File: config.mk
export PLATFORM = sky130hd
export DESIGN_NAME = checksum_frame_parser_fan_command
export DESIGN_NICKNAME = d
export VERILOG_FILES = /design/src/hw/rtl/cfp_pkg.sv /design/src/hw/rtl/cfp_front.sv /design/src/hw/rtl/cfp_queue.sv /design/src/hw/rtl/cfp_back.sv /design/src/hw/rtl/checksum_frame_parser_fan_command.sv
export SDC_FILE = /design/constraint.sdc
export NUM_CORES = 1
export LEC_CHECK = 0
export ABC_AREA = 1
export BUFFER_PORTS_ARGS = -buffer_cell sky130_fd_sc_hd__buf_2
export CAP_MARGIN = 20
export CORE_MARGIN = 3
export CORE_UTILIZATION = 40
export DETAILED_ROUTE_END_ITERATION = 12
export GPL_TIMING_DRIVEN = 0
export REMOVE_ABC_BUFFERS = 1
export SLEW_MARGIN = 40
export SYNTH_ARGS = -nofsm -noshare
export SYNTH_HDL_FRONTEND = slang
export SYNTH_SLANG_ARGS = --single-unit
File: constraint.sdc
create_clock -name clk -period 4.85 [get_ports clk]
set_input_delay 0.97 -clock clk [delete_from_list [all_inputs] [get_ports clk]]
set_output_delay 0.97 -clock clk [all_outputs]
set_load 0.02 [all_outputs]
File: src/hw/rtl/cfp_pkg.sv
// Shared types, constants and tables for the frame parser.
// No dependencies; used by every module of the block.
`timescale 1ns / 1ps

package cfp_pkg;

  // Width of the PWM compare value
  localparam int DUTY_BITS = 10;
  localparam int DUTY_FULL = (1 << DUTY_BITS) - 1;
  localparam logic [6:0] DUTY_MAX = 7'd100;

  // Reciprocal of 100 scaled by the full-scale value; exact for 0..100 percent
  localparam int DUTY_SHIFT = 22;
  localparam longint DUTY_RECIP_WIDE = ((longint'(DUTY_FULL) << DUTY_SHIFT) + 99) / 100;
  localparam logic [31:0] DUTY_RECIP = 32'(DUTY_RECIP_WIDE);
  localparam int DUTY_PROD_BITS = 40;

  // Command queue between front and back
  localparam int QUEUE_DEPTH = 4;
  localparam int QPTR_BITS = $clog2(QUEUE_DEPTH);

  // Reply frame sequencing
  localparam int REPLY_LEN = 6;
  localparam int BEAT_BITS = $clog2(REPLY_LEN);
  localparam logic [BEAT_BITS-1:0] REPLY_LAST = BEAT_BITS'(REPLY_LEN - 1);

  // Configuration register indexes
  localparam logic [1:0] REG_HEADER_FIRST = 2'd0;
  localparam logic [1:0] REG_HEADER_SECOND = 2'd1;
  localparam logic [1:0] REG_DUTY_LIMIT = 2'd2;

  // Register reset values
  localparam logic [7:0] HEADER_FIRST_RST = 8'hAA;
  localparam logic [7:0] HEADER_SECOND_RST = 8'h66;
  localparam logic [6:0] DUTY_LIMIT_RST = 7'd100;

  // Payload command codes
  localparam logic [7:0] CMD_QUERY = 8'h00;
  localparam logic [7:0] CMD_FAN_SET = 8'h01;
  localparam logic [7:0] PAYLOAD_LEN_CMD = 8'd2;

  typedef enum logic [1:0] {
    KIND_STATUS = 2'd0,
    KIND_REPLY  = 2'd1,
    KIND_FAN    = 2'd2,
    KIND_ERROR  = 2'd3
  } kind_t;

  // One classified frame waiting for the back end
  typedef struct packed {
    kind_t      kind;
    logic       fan_on;
    logic [6:0] duty;
  } cmd_entry_t;

  // Queue status seen by its neighbors
  typedef struct packed {
    logic empty;
    logic full;
  } q_status_t;

  // Percent to compare value, quotient truncated; percent is at most 100
  function automatic logic [DUTY_BITS-1:0] duty_code_of(input logic [6:0] pct);
    logic [DUTY_PROD_BITS-1:0] prod;
    prod = DUTY_PROD_BITS'(pct) * DUTY_PROD_BITS'(DUTY_RECIP);
    return prod[DUTY_SHIFT +: DUTY_BITS];
  endfunction

  // Fixed reply frame AA 66 02 80 01 81
  function automatic logic [7:0] reply_byte_of(input logic [BEAT_BITS-1:0] beat);
    logic [7:0] b;
    case (beat)
      3'd0:    b = 8'hAA;
      3'd1:    b = 8'h66;
      3'd2:    b = 8'h02;
      3'd3:    b = 8'h80;
      3'd4:    b = 8'h01;
      3'd5:    b = 8'h81;
      default: b = 8'h00;
    endcase
    return b;
  endfunction

endpackage

File: src/hw/rtl/cfp_front.sv
// Front end: configuration registers, header hunt, length/payload/checksum
// parsing and frame classification. Depends on cfp_pkg.
`timescale 1ns / 1ps

module cfp_front (
  input  logic                clk,
  input  logic                rst,
  input  logic                cfg_we,
  input  logic [1:0]          cfg_index,
  input  logic [7:0]          cfg_data,
  input  logic                accept,
  input  logic [7:0]          byte_value,
  output logic                q_push,
  output cfp_pkg::cmd_entry_t q_entry
);

  typedef enum logic [4:0] {
    PH_HUNT1   = 5'b00001,
    PH_HUNT2   = 5'b00010,
    PH_LEN     = 5'b00100,
    PH_PAYLOAD = 5'b01000,
    PH_CHECK   = 5'b10000
  } phase_t;

  phase_t     parse_phase, parse_phase_next;
  logic [7:0] header_first, header_second;
  logic [6:0] duty_limit;
  logic [7:0] frame_length, payload_count, running_sum;
  logic [7:0] command_byte, data_byte;
  logic       fan_power;
  logic [6:0] duty_held;

  logic [7:0] count_inc;
  logic [6:0] lim, clamped;
  logic       is_query, is_fan, sum_ok;

  // Write configuration registers; unknown index is ignored
  always_ff @(posedge clk) begin
    if (rst) begin
      header_first  <= cfp_pkg::HEADER_FIRST_RST;
      header_second <= cfp_pkg::HEADER_SECOND_RST;
      duty_limit    <= cfp_pkg::DUTY_LIMIT_RST;
    end else if (cfg_we) begin
      case (cfg_index)
        cfp_pkg::REG_HEADER_FIRST:  header_first  <= cfg_data;
        cfp_pkg::REG_HEADER_SECOND: header_second <= cfg_data;
        cfp_pkg::REG_DUTY_LIMIT:    duty_limit    <= cfg_data[6:0];
        default: ;
      endcase
    end
  end

  // Classify the frame on its checksum byte
  assign count_inc = payload_count + 8'd1;
  assign lim       = (duty_limit > cfp_pkg::DUTY_MAX) ? cfp_pkg::DUTY_MAX : duty_limit;
  assign clamped   = (data_byte > {1'b0, lim}) ? lim : data_byte[6:0];
  assign sum_ok    = (byte_value == running_sum);
  assign is_query  = (frame_length == cfp_pkg::PAYLOAD_LEN_CMD) &&
                     (command_byte == cfp_pkg::CMD_QUERY) && (data_byte == cfp_pkg::CMD_QUERY);
  assign is_fan    = (frame_length == cfp_pkg::PAYLOAD_LEN_CMD) &&
                     (command_byte == cfp_pkg::CMD_FAN_SET);

  always_comb begin
    q_entry.kind   = cfp_pkg::KIND_STATUS;
    q_entry.fan_on = fan_power;
    q_entry.duty   = duty_held;
    if (!sum_ok) begin
      q_entry.kind = cfp_pkg::KIND_ERROR;
    end else if (is_query) begin
      q_entry.kind = cfp_pkg::KIND_REPLY;
    end else if (is_fan) begin
      q_entry.kind   = cfp_pkg::KIND_FAN;
      q_entry.fan_on = 1'b1;
      q_entry.duty   = clamped;
    end
  end

  assign q_push = accept && (parse_phase == PH_CHECK);

  // Advance the parse phase
  always_comb begin
    parse_phase_next = parse_phase;
    case (parse_phase)
      PH_HUNT1: begin
        if (byte_value == header_first) parse_phase_next = PH_HUNT2;
      end
      PH_HUNT2: begin
        if (byte_value == header_second)     parse_phase_next = PH_LEN;
        else if (byte_value == header_first) parse_phase_next = PH_HUNT2;
        else                                 parse_phase_next = PH_HUNT1;
      end
      PH_LEN: begin
        parse_phase_next = (byte_value == 8'd0) ? PH_CHECK : PH_PAYLOAD;
      end
      PH_PAYLOAD: begin
        if (count_inc == frame_length) parse_phase_next = PH_CHECK;
      end
      PH_CHECK: parse_phase_next = PH_HUNT1;
      default:  parse_phase_next = PH_HUNT1;
    endcase
  end

  // Update parser and fan state on each transfer
  always_ff @(posedge clk) begin
    if (rst) begin
      parse_phase   <= PH_HUNT1;
      frame_length  <= 8'd0;
      payload_count <= 8'd0;
      running_sum   <= 8'd0;
      command_byte  <= 8'd0;
      data_byte     <= 8'd0;
      fan_power     <= 1'b0;
      duty_held     <= 7'd0;
    end else if (accept) begin
      parse_phase <= parse_phase_next;
      case (parse_phase)
        PH_LEN: begin
          frame_length  <= byte_value;
          payload_count <= 8'd0;
          running_sum   <= 8'd0;
          command_byte  <= 8'd0;
          data_byte     <= 8'd0;
        end
        PH_PAYLOAD: begin
          running_sum   <= running_sum + byte_value;
          payload_count <= count_inc;
          if (payload_count == 8'd0)      command_byte <= byte_value;
          else if (payload_count == 8'd1) data_byte    <= byte_value;
        end
        PH_CHECK: begin
          fan_power <= q_entry.fan_on;
          duty_held <= q_entry.duty;
        end
        default: ;
      endcase
    end
  end

endmodule

File: src/hw/rtl/cfp_queue.sv
// Short command queue between the front end and the result sequencer.
// Depends on cfp_pkg.
`timescale 1ns / 1ps

module cfp_queue (
  input  logic                 clk,
  input  logic                 rst,
  input  logic                 push,
  input  cfp_pkg::cmd_entry_t  push_entry,
  input  logic                 pop,
  output cfp_pkg::cmd_entry_t  head,
  output cfp_pkg::q_status_t   status
);

  cfp_pkg::cmd_entry_t          entries [0:cfp_pkg::QUEUE_DEPTH-1];
  logic [cfp_pkg::QPTR_BITS-1:0] wr_ptr, rd_ptr;
  logic [cfp_pkg::QPTR_BITS:0]   count;
  logic                          do_push, do_pop;

  assign status.empty = (count == '0);
  assign status.full  = (count == (cfp_pkg::QPTR_BITS+1)'(cfp_pkg::QUEUE_DEPTH));
  assign do_push      = push && !status.full;
  assign do_pop       = pop && !status.empty;
  assign head         = entries[rd_ptr];

  // Store pushed entries
  always_ff @(posedge clk) begin
    if (do_push) entries[wr_ptr] <= push_entry;
  end

  // Advance pointers and occupancy
  always_ff @(posedge clk) begin
    if (rst) begin
      wr_ptr <= '0;
      rd_ptr <= '0;
      count  <= '0;
    end else begin
      if (do_push) wr_ptr <= wr_ptr + 1'b1;
      if (do_pop)  rd_ptr <= rd_ptr + 1'b1;
      case ({do_push, do_pop})
        2'b10:   count <= count + 1'b1;
        2'b01:   count <= count - 1'b1;
        default: ;
      endcase
    end
  end

endmodule

File: src/hw/rtl/cfp_back.sv
// Back end: expands queued commands into result items and holds the
// output register. Depends on cfp_pkg.
`timescale 1ns / 1ps

module cfp_back (
  input  logic                          clk,
  input  logic                          rst,
  input  cfp_pkg::cmd_entry_t           head,
  input  logic                          q_empty,
  output logic                          q_pop,
  input  logic                          pop,
  output logic                          empty,
  output logic [1:0]                    result_kind,
  output logic [7:0]                    reply_byte,
  output logic                          last,
  output logic                          fan_on,
  output logic [6:0]                    duty_percent,
  output logic [cfp_pkg::DUTY_BITS-1:0] duty_code
);

  logic                          out_valid;
  logic [cfp_pkg::BEAT_BITS-1:0] beat;
  logic                          load, take, is_reply;

  assign empty    = !out_valid;
  assign load     = !out_valid || pop;
  assign take     = load && !q_empty;
  assign is_reply = (head.kind == cfp_pkg::KIND_REPLY);
  assign q_pop    = take && (!is_reply || (beat == cfp_pkg::REPLY_LAST));

  // Step through reply beats; hold control under reset
  always_ff @(posedge clk) begin
    if (rst) begin
      out_valid <= 1'b0;
      beat      <= '0;
    end else if (take) begin
      out_valid <= 1'b1;
      if (is_reply) beat <= (beat == cfp_pkg::REPLY_LAST) ? '0 : beat + 1'b1;
    end else if (load) begin
      out_valid <= 1'b0;
    end
  end

  // Load the output register from the queue head
  always_ff @(posedge clk) begin
    if (take) begin
      result_kind  <= head.kind;
      reply_byte   <= is_reply ? cfp_pkg::reply_byte_of(beat) : 8'h00;
      last         <= !is_reply || (beat == cfp_pkg::REPLY_LAST);
      fan_on       <= head.fan_on;
      duty_percent <= head.duty;
      duty_code    <= cfp_pkg::duty_code_of(head.duty);
    end
  end

endmodule

File: src/hw/rtl/checksum_frame_parser_fan_command.sv
// Byte stream frame parser with fan command decoding: top level.
// Depends on cfp_pkg, cfp_front, cfp_queue and cfp_back.
//
// Bytes enter one per cycle through push/full while full is low and are
// parsed as H1 H2 LEN PAYLOAD CHK; the command of a frame is queued on its
// checksum byte and its result items leave one per cycle through empty/pop
// while pop is high. The first one reaches the result ports after the queue
// has stored the command and the output register has loaded it from the
// queue head. A query frame yields six reply items from the back-end beat
// sequencer, every other frame one item. The four-entry command queue between
// parser and sequencer sets how far output stalls may run before full rises;
// full depends only on queue occupancy. Configuration writes take effect at
// the next clock edge.
`timescale 1ns / 1ps

module checksum_frame_parser_fan_command (
  input  logic                          clk,
  input  logic                          rst,
  input  logic                          cfg_we,
  input  logic [1:0]                    cfg_index,
  input  logic [7:0]                    cfg_data,
  input  logic                          push,
  output logic                          full,
  input  logic [7:0]                    byte_value,
  output logic                          empty,
  input  logic                          pop,
  output logic [1:0]                    result_kind,
  output logic [7:0]                    reply_byte,
  output logic                          last,
  output logic                          fan_on,
  output logic [6:0]                    duty_percent,
  output logic [cfp_pkg::DUTY_BITS-1:0] duty_code
);

  cfp_pkg::cmd_entry_t push_entry, head;
  cfp_pkg::q_status_t  q_status;
  logic                q_push, q_pop, accept;

  assign full   = q_status.full;
  assign accept = push && !q_status.full;

  // Parse and classify
  cfp_front u_front (
    .clk        (clk),
    .rst        (rst),
    .cfg_we     (cfg_we),
    .cfg_index  (cfg_index),
    .cfg_data   (cfg_data),
    .accept     (accept),
    .byte_value (byte_value),
    .q_push     (q_push),
    .q_entry    (push_entry)
  );

  // Decouple parser from result sequencer
  cfp_queue u_queue (
    .clk        (clk),
    .rst        (rst),
    .push       (q_push),
    .push_entry (push_entry),
    .pop        (q_pop),
    .head       (head),
    .status     (q_status)
  );

  // Expand commands into result items
  cfp_back u_back (
    .clk          (clk),
    .rst          (rst),
    .head         (head),
    .q_empty      (q_status.empty),
    .q_pop        (q_pop),
    .pop          (pop),
    .empty        (empty),
    .result_kind  (result_kind),
    .reply_byte   (reply_byte),
    .last         (last),
    .fan_on       (fan_on),
    .duty_percent (duty_percent),
    .duty_code    (duty_code)
  );

endmodule

Word level (Yosys, flattened, before mapping)
Memories as Yosys holds them, arrays and structs flattened. A register that Yosys moved wholly into a read port is not among the register bits.
Cells that the tools add are included.
Word-level totals
  register bits after elaboration: 116
  bits in writable memories: 40
  input port bits: 23
  memories: 1
Memory list
  u_queue.entries: words 4, bits a word 10, rd ports 1, clocked after memory_dff 1, write ports 1, line cfp_queue.sv:15  | cfp_pkg::cmd_entry_t entries [0:cfp_pkg::QUEUE_DEPTH-1];
Operators by class
  add/subtract/negate cells: 7
  multiply operators: 1
  order comparisons: 2
  equal/unequal tests: 28
  mux-type cells: 29
  reduce and logical (&&, ||, !) cells: 35
Operator list (number)
  case mux 8 bit (2 select lines): 4
  case mux 8 bit (6 select lines): 1
  2-to-1 mux 8 bit: 5
  == test 8 bit: 4
  zero test 8 bit: 4
  multiplier 7 x 25 -> 31 bit, second input constant: 1
  2-to-1 mux 5 bit: 4
  case mux 5 bit (4 select lines): 1
  == test 8 x 1 -> 1 bit, second input constant: 2
  2-to-1 mux 7 bit: 2
  AND reduction 2 bit: 7
  2-to-1 mux 10 bit: 1
  2-to-1 mux 2 bit: 5
  == test 3 bit, second input constant: 3
  logical AND 1 bit: 9
  adder 8 x 1 -> 8 bit, second input constant: 1
  adder 8 bit: 1
  == test 8 x 2 -> 1 bit, second input constant: 1
  greater-than comparator 8 x 7 -> 1 bit: 1
  inequality test 2 x 1 -> 1 bit, second input constant: 4
  greater-than comparator 7 bit, second input constant: 1
  adder 3 x 1 -> 3 bit, second input constant: 2
  == test 2 x 1 -> 1 bit, second input constant: 3
  == test 3 x 2 -> 1 bit, second input constant: 2
  20 further kinds: 33

Depth between registers and ports, before layout
  depth after elaboration: 7
  depth in mapped cells: 24
  mapped depth without buffers: 23

Modules after synthesis
From an unflattened synthesis, not the netlist that was laid out.
Second synthesis, totals
  cells, all modules: 1306
  area, all modules: 10179.8 um^2
By module, submodules not included
  cfp_front: times used 1, cells an instance 618, area an instance 4276.6 um^2, sequential area each 1521.5 um^2
  cfp_back: times used 1, cells an instance 519, area an instance 3910.0 um^2, sequential area each 890.9 um^2
  cfp_queue: times used 1, cells an instance 167, area an instance 1983.2 um^2, sequential area each 1381.3 um^2
  checksum_frame_parser_fan_command: times used 1, cells an instance 2, area an instance 10.0 um^2, sequential area each 0.0 um^2

Worst setup path before layout
No wires, ideal clock.
  kind: flip-flop to flip-flop
  start: register (tool-made name)
  end: register u_back.duty_code[4] (netlist name) (data pin)
  setup time: 0.252 ns
  arrival: 4.601 ns
  slack: -0.003 ns
  cell stages (with the launch flop): 17
  buffers on the path: 2
  period minus slack after synthesis: 4.853 ns
  cell sequence: dfxtp_1 -> buf_6 -> clkbuf_1 -> nand2_1 -> a32oi_1 -> fa_1 -> fa_1 -> fa_1 -> fa_1 -> ha_1 -> nand2_1 -> nor3_1 -> nand4_1 -> o21ai_2 -> nand2_1 -> nand3_1 -> nand2_1
RTL lines
  to (signal assigned): line cfp_back.sv:52  | duty_code <= cfp_pkg::duty_code_of(head.duty);
  to (decl): line cfp_back.sv:18  | output logic [cfp_pkg::DUTY_BITS-1:0] duty_code

==> summary.txt <==
outcome -> finished clean
total track usage -> 0.176
Critical Path Sink -> u_back.duty_code[8]$_DFFE_PP_
vias per inst -> 4.90
final setup vio count -> 0
dpl ws -> -0.785 ns
clock net sink count -> 156
Synth cell types -> 53
Top reg by flops -> u_queue.entries
GPL Wtd Cong -> 0.899
Die ar. -> 27000 um2
Synth Register Bits -> 156
Primary FF master, synth -> dfxtp_1
max FFs per register -> 40
pin count of the biggest net entering global routing -> 62
clk_skew -> 0.00867 ns
Register-to-Register Path Depth -> 17
CTS clk-pin slew, worst paths -> 0.07 ns
DR vias -> 8054
initial core utilization -> 0.410
# diodes -> 0
CORE AREA -> 24500 um2
CP Data Arrival Time -> 4.82 ns
DRC violations left -> 0
Crit Path Category -> flop to flop
Hold Vio Cnt, Final -> 0
vias in the first global route -> 7735
die width -> 164 um
Top Ports -> 54
row count -> 57
dpl hpwl -> 17100 um
part of the cycle the worst path needs -> 0.956
Post-Synthesis Cell Area -> 10000 um2
final instance area -> 11500 um2
Crit path required time -> 5.04 ns
r2r setup slk -> 0.22 ns
number of antenna violations at the first check in global routing -> 0
Placed Area -> 10600 um2
largest registers -> u_queue.entries (40), u_back.duty_code (10)
max-cap violations -> 0
CTS tree -> built
Fmax -> 216 MHz
Syn Area/Cell -> 8.09 um2
crit path time final -> 4.63 ns
Slew @ Worst Pin -> 0.786 ns
global route total overflow -> 0
I/O Buffers -> 52
CP Capture Type -> flop
post-cts hold buffer count -> 0
clk buf depth -> 2
Post-Route WL -> 22700 um
crit-path max FO -> 8
post-DR wirelength/cell -> 13.8 um
fin. max-slew vios -> 0
Syn-to-layout area delta -> 15.1%
total CTS buffers -> 17
Async SR Flop Fraction -> 0
antenna-violating nets left -> 0
nets@finish -> 1449
YS warnings -> 0
CTS root buf -> clkbuf_16
type of the tightest min-delay check -> flop to flop
Setup WS post-layout -> 0.215 ns
crit start category -> flop
reg-to-reg endpoint -> u_back.duty_code[8]$_DFFE_PP_
register area share after synthesis -> 0.379
die span in y -> 164 um
first-pass GRT wire length -> 37800 um
Clk Latency, worst-skew pair -> 0.43 ns
setup_tns -> 0 ns
CTS HTree Levels -> 4
Slew HR -> 0.472
Iter 0 DRT Violations -> 391
Post-synth EDFFs -> 67
layout cells sized above 1 -> 0.135
Cells after Synth -> 1238
DRT Pass-1 Iters -> 5
## routing by layer
| layer | wire, um | global-route usage | up-vias |
|---|---|---|---|
| li1 | - | - | 4224 |
| met1 | 10500 | 0.222 | 3689 |
| met2 | 11000 | 0.307 | 107 |
| met3 | 619 | 0.0315 | 34 |
| met4 | 536 | 0.0542 | 0 |
| met5 | 0 | 0 | - |
## how the worst min path moves through the flow
| stage | slack (ns) | from | end | cells after the start |
|---|---|---|---|---|
| 6_report | 0.45 | u_queue.count[0]$_SDFFE_PP0P_ | u_queue.count[0]$_SDFFE_PP0P_ | 1 |
| 5_1_grt | 0.47 | u_queue.count[0]$_SDFFE_PP0P_ | u_queue.count[0]$_SDFFE_PP0P_ | 1 |
| 4_1_cts | 0.45 | u_queue.count[0]$_SDFFE_PP0P_ | u_queue.count[0]$_SDFFE_PP0P_ | 1 |
| 3_5_place_dp | 0.45 | u_queue.count[0]$_SDFFE_PP0P_ | u_queue.count[0]$_SDFFE_PP0P_ | 1 |
| 3_3_place_gp | 0.44 | u_queue.count[0]$_SDFFE_PP0P_ | u_queue.count[0]$_SDFFE_PP0P_ | 1 |
| 2_1_floorplan | 0.43 | u_queue.count[0]$_SDFFE_PP0P_ | u_queue.count[0]$_SDFFE_PP0P_ | 1 |
## metrics by stage
step	cells	hold WS, ns	util
2_1_floorplan	1212	0.425	-
3_3_place_gp	1588	0.439	0.430
3_5_place_dp	1592	0.446	0.434
4_1_cts	1630	0.455	0.464
5_1_grt	1643	0.469	0.471
6_report	1643	0.451	0.471
## area by class of cell
cell class | instances | area (um2)
tap | 324 | 405
fill | 2400 | 12900
clock buffer | 18 | 450
clock inverter | 14 | 168
inverter | 197 | 756
timing repair buffer | 75 | 448
sequential | 156 | 3800
multi-input combinational | 859 | 5500
## cells in the mapped netlist (17+ instances only)
library cell	n	area share
a21oi_1	99	0.049
dfxtp_1	89	0.18
edfxtp_1	67	0.20
fa_1	25	0.050
ha_1	95	0.12
inv_1	187	0.070
nand2_1	232	0.087
nand3_1	62	0.031
nand4_1	17	0.011
nor2_1	115	0.043
nor3_1	17	0.0085
o21ai_0	85	0.042
## layout by cell type (no fill, tap or decap), drive strengths merged, types with 2 or more instances in the layout
cell,instances
a211oi,2
a21boi,3
a21o,6
a21oi,99
a31oi,6
a32oi,3
buf,75
clkbuf,18
clkinv,4
clkinvlp,2
dfxtp,89
edfxtp,67
fa,25
ha,95
inv,204
nand2,240
nand3,64
nand4,18
nor2,122
nor3,18
nor4,6
o211ai,4
o21ai,99
o21bai,5
o22ai,3
or2,3
xnor2,14
xor2,15
## critical path, stage by stage (launching register included)
cell and delay (ns):
dfxtp_4 0.41, clkinvlp_4 0.15, buf_4 0.17, o21ai_0 0.09
o22ai_2 0.12, buf_4 0.17, fa_2 0.60, fa_1 0.44
fa_1 0.49, fa_1 0.52, ha_4 0.30, nand2_1 0.10
inv_1 0.10, a21oi_1 0.06, o21ai_0 0.35, a31oi_1 0.17
nand3_1 0.10, nand2_1 0.05
## cells by family after synthesis
logic type | count (synthesis) | synth area share
and+or+nand+nor | 475 | 0.208
AOI/OAI and AO/OA | 234 | 0.130
buffers and inverters | 223 | 0.0894
DFF | 156 | 0.379
adders and majority gates | 120 | 0.169
xor gates and xnor gates | 29 | 0.0254
other | 1 | 0.000374
## repair_timing
item                                    CTS  global route
resized for setup                        17            18
pin swaps                                 3            10
endpoints found under the setup margin   10            10
buffers inserted                          6            13
Power is not shown: default switching activity piles up to over one toggle a cycle in this logic, so the estimate is an artifact.
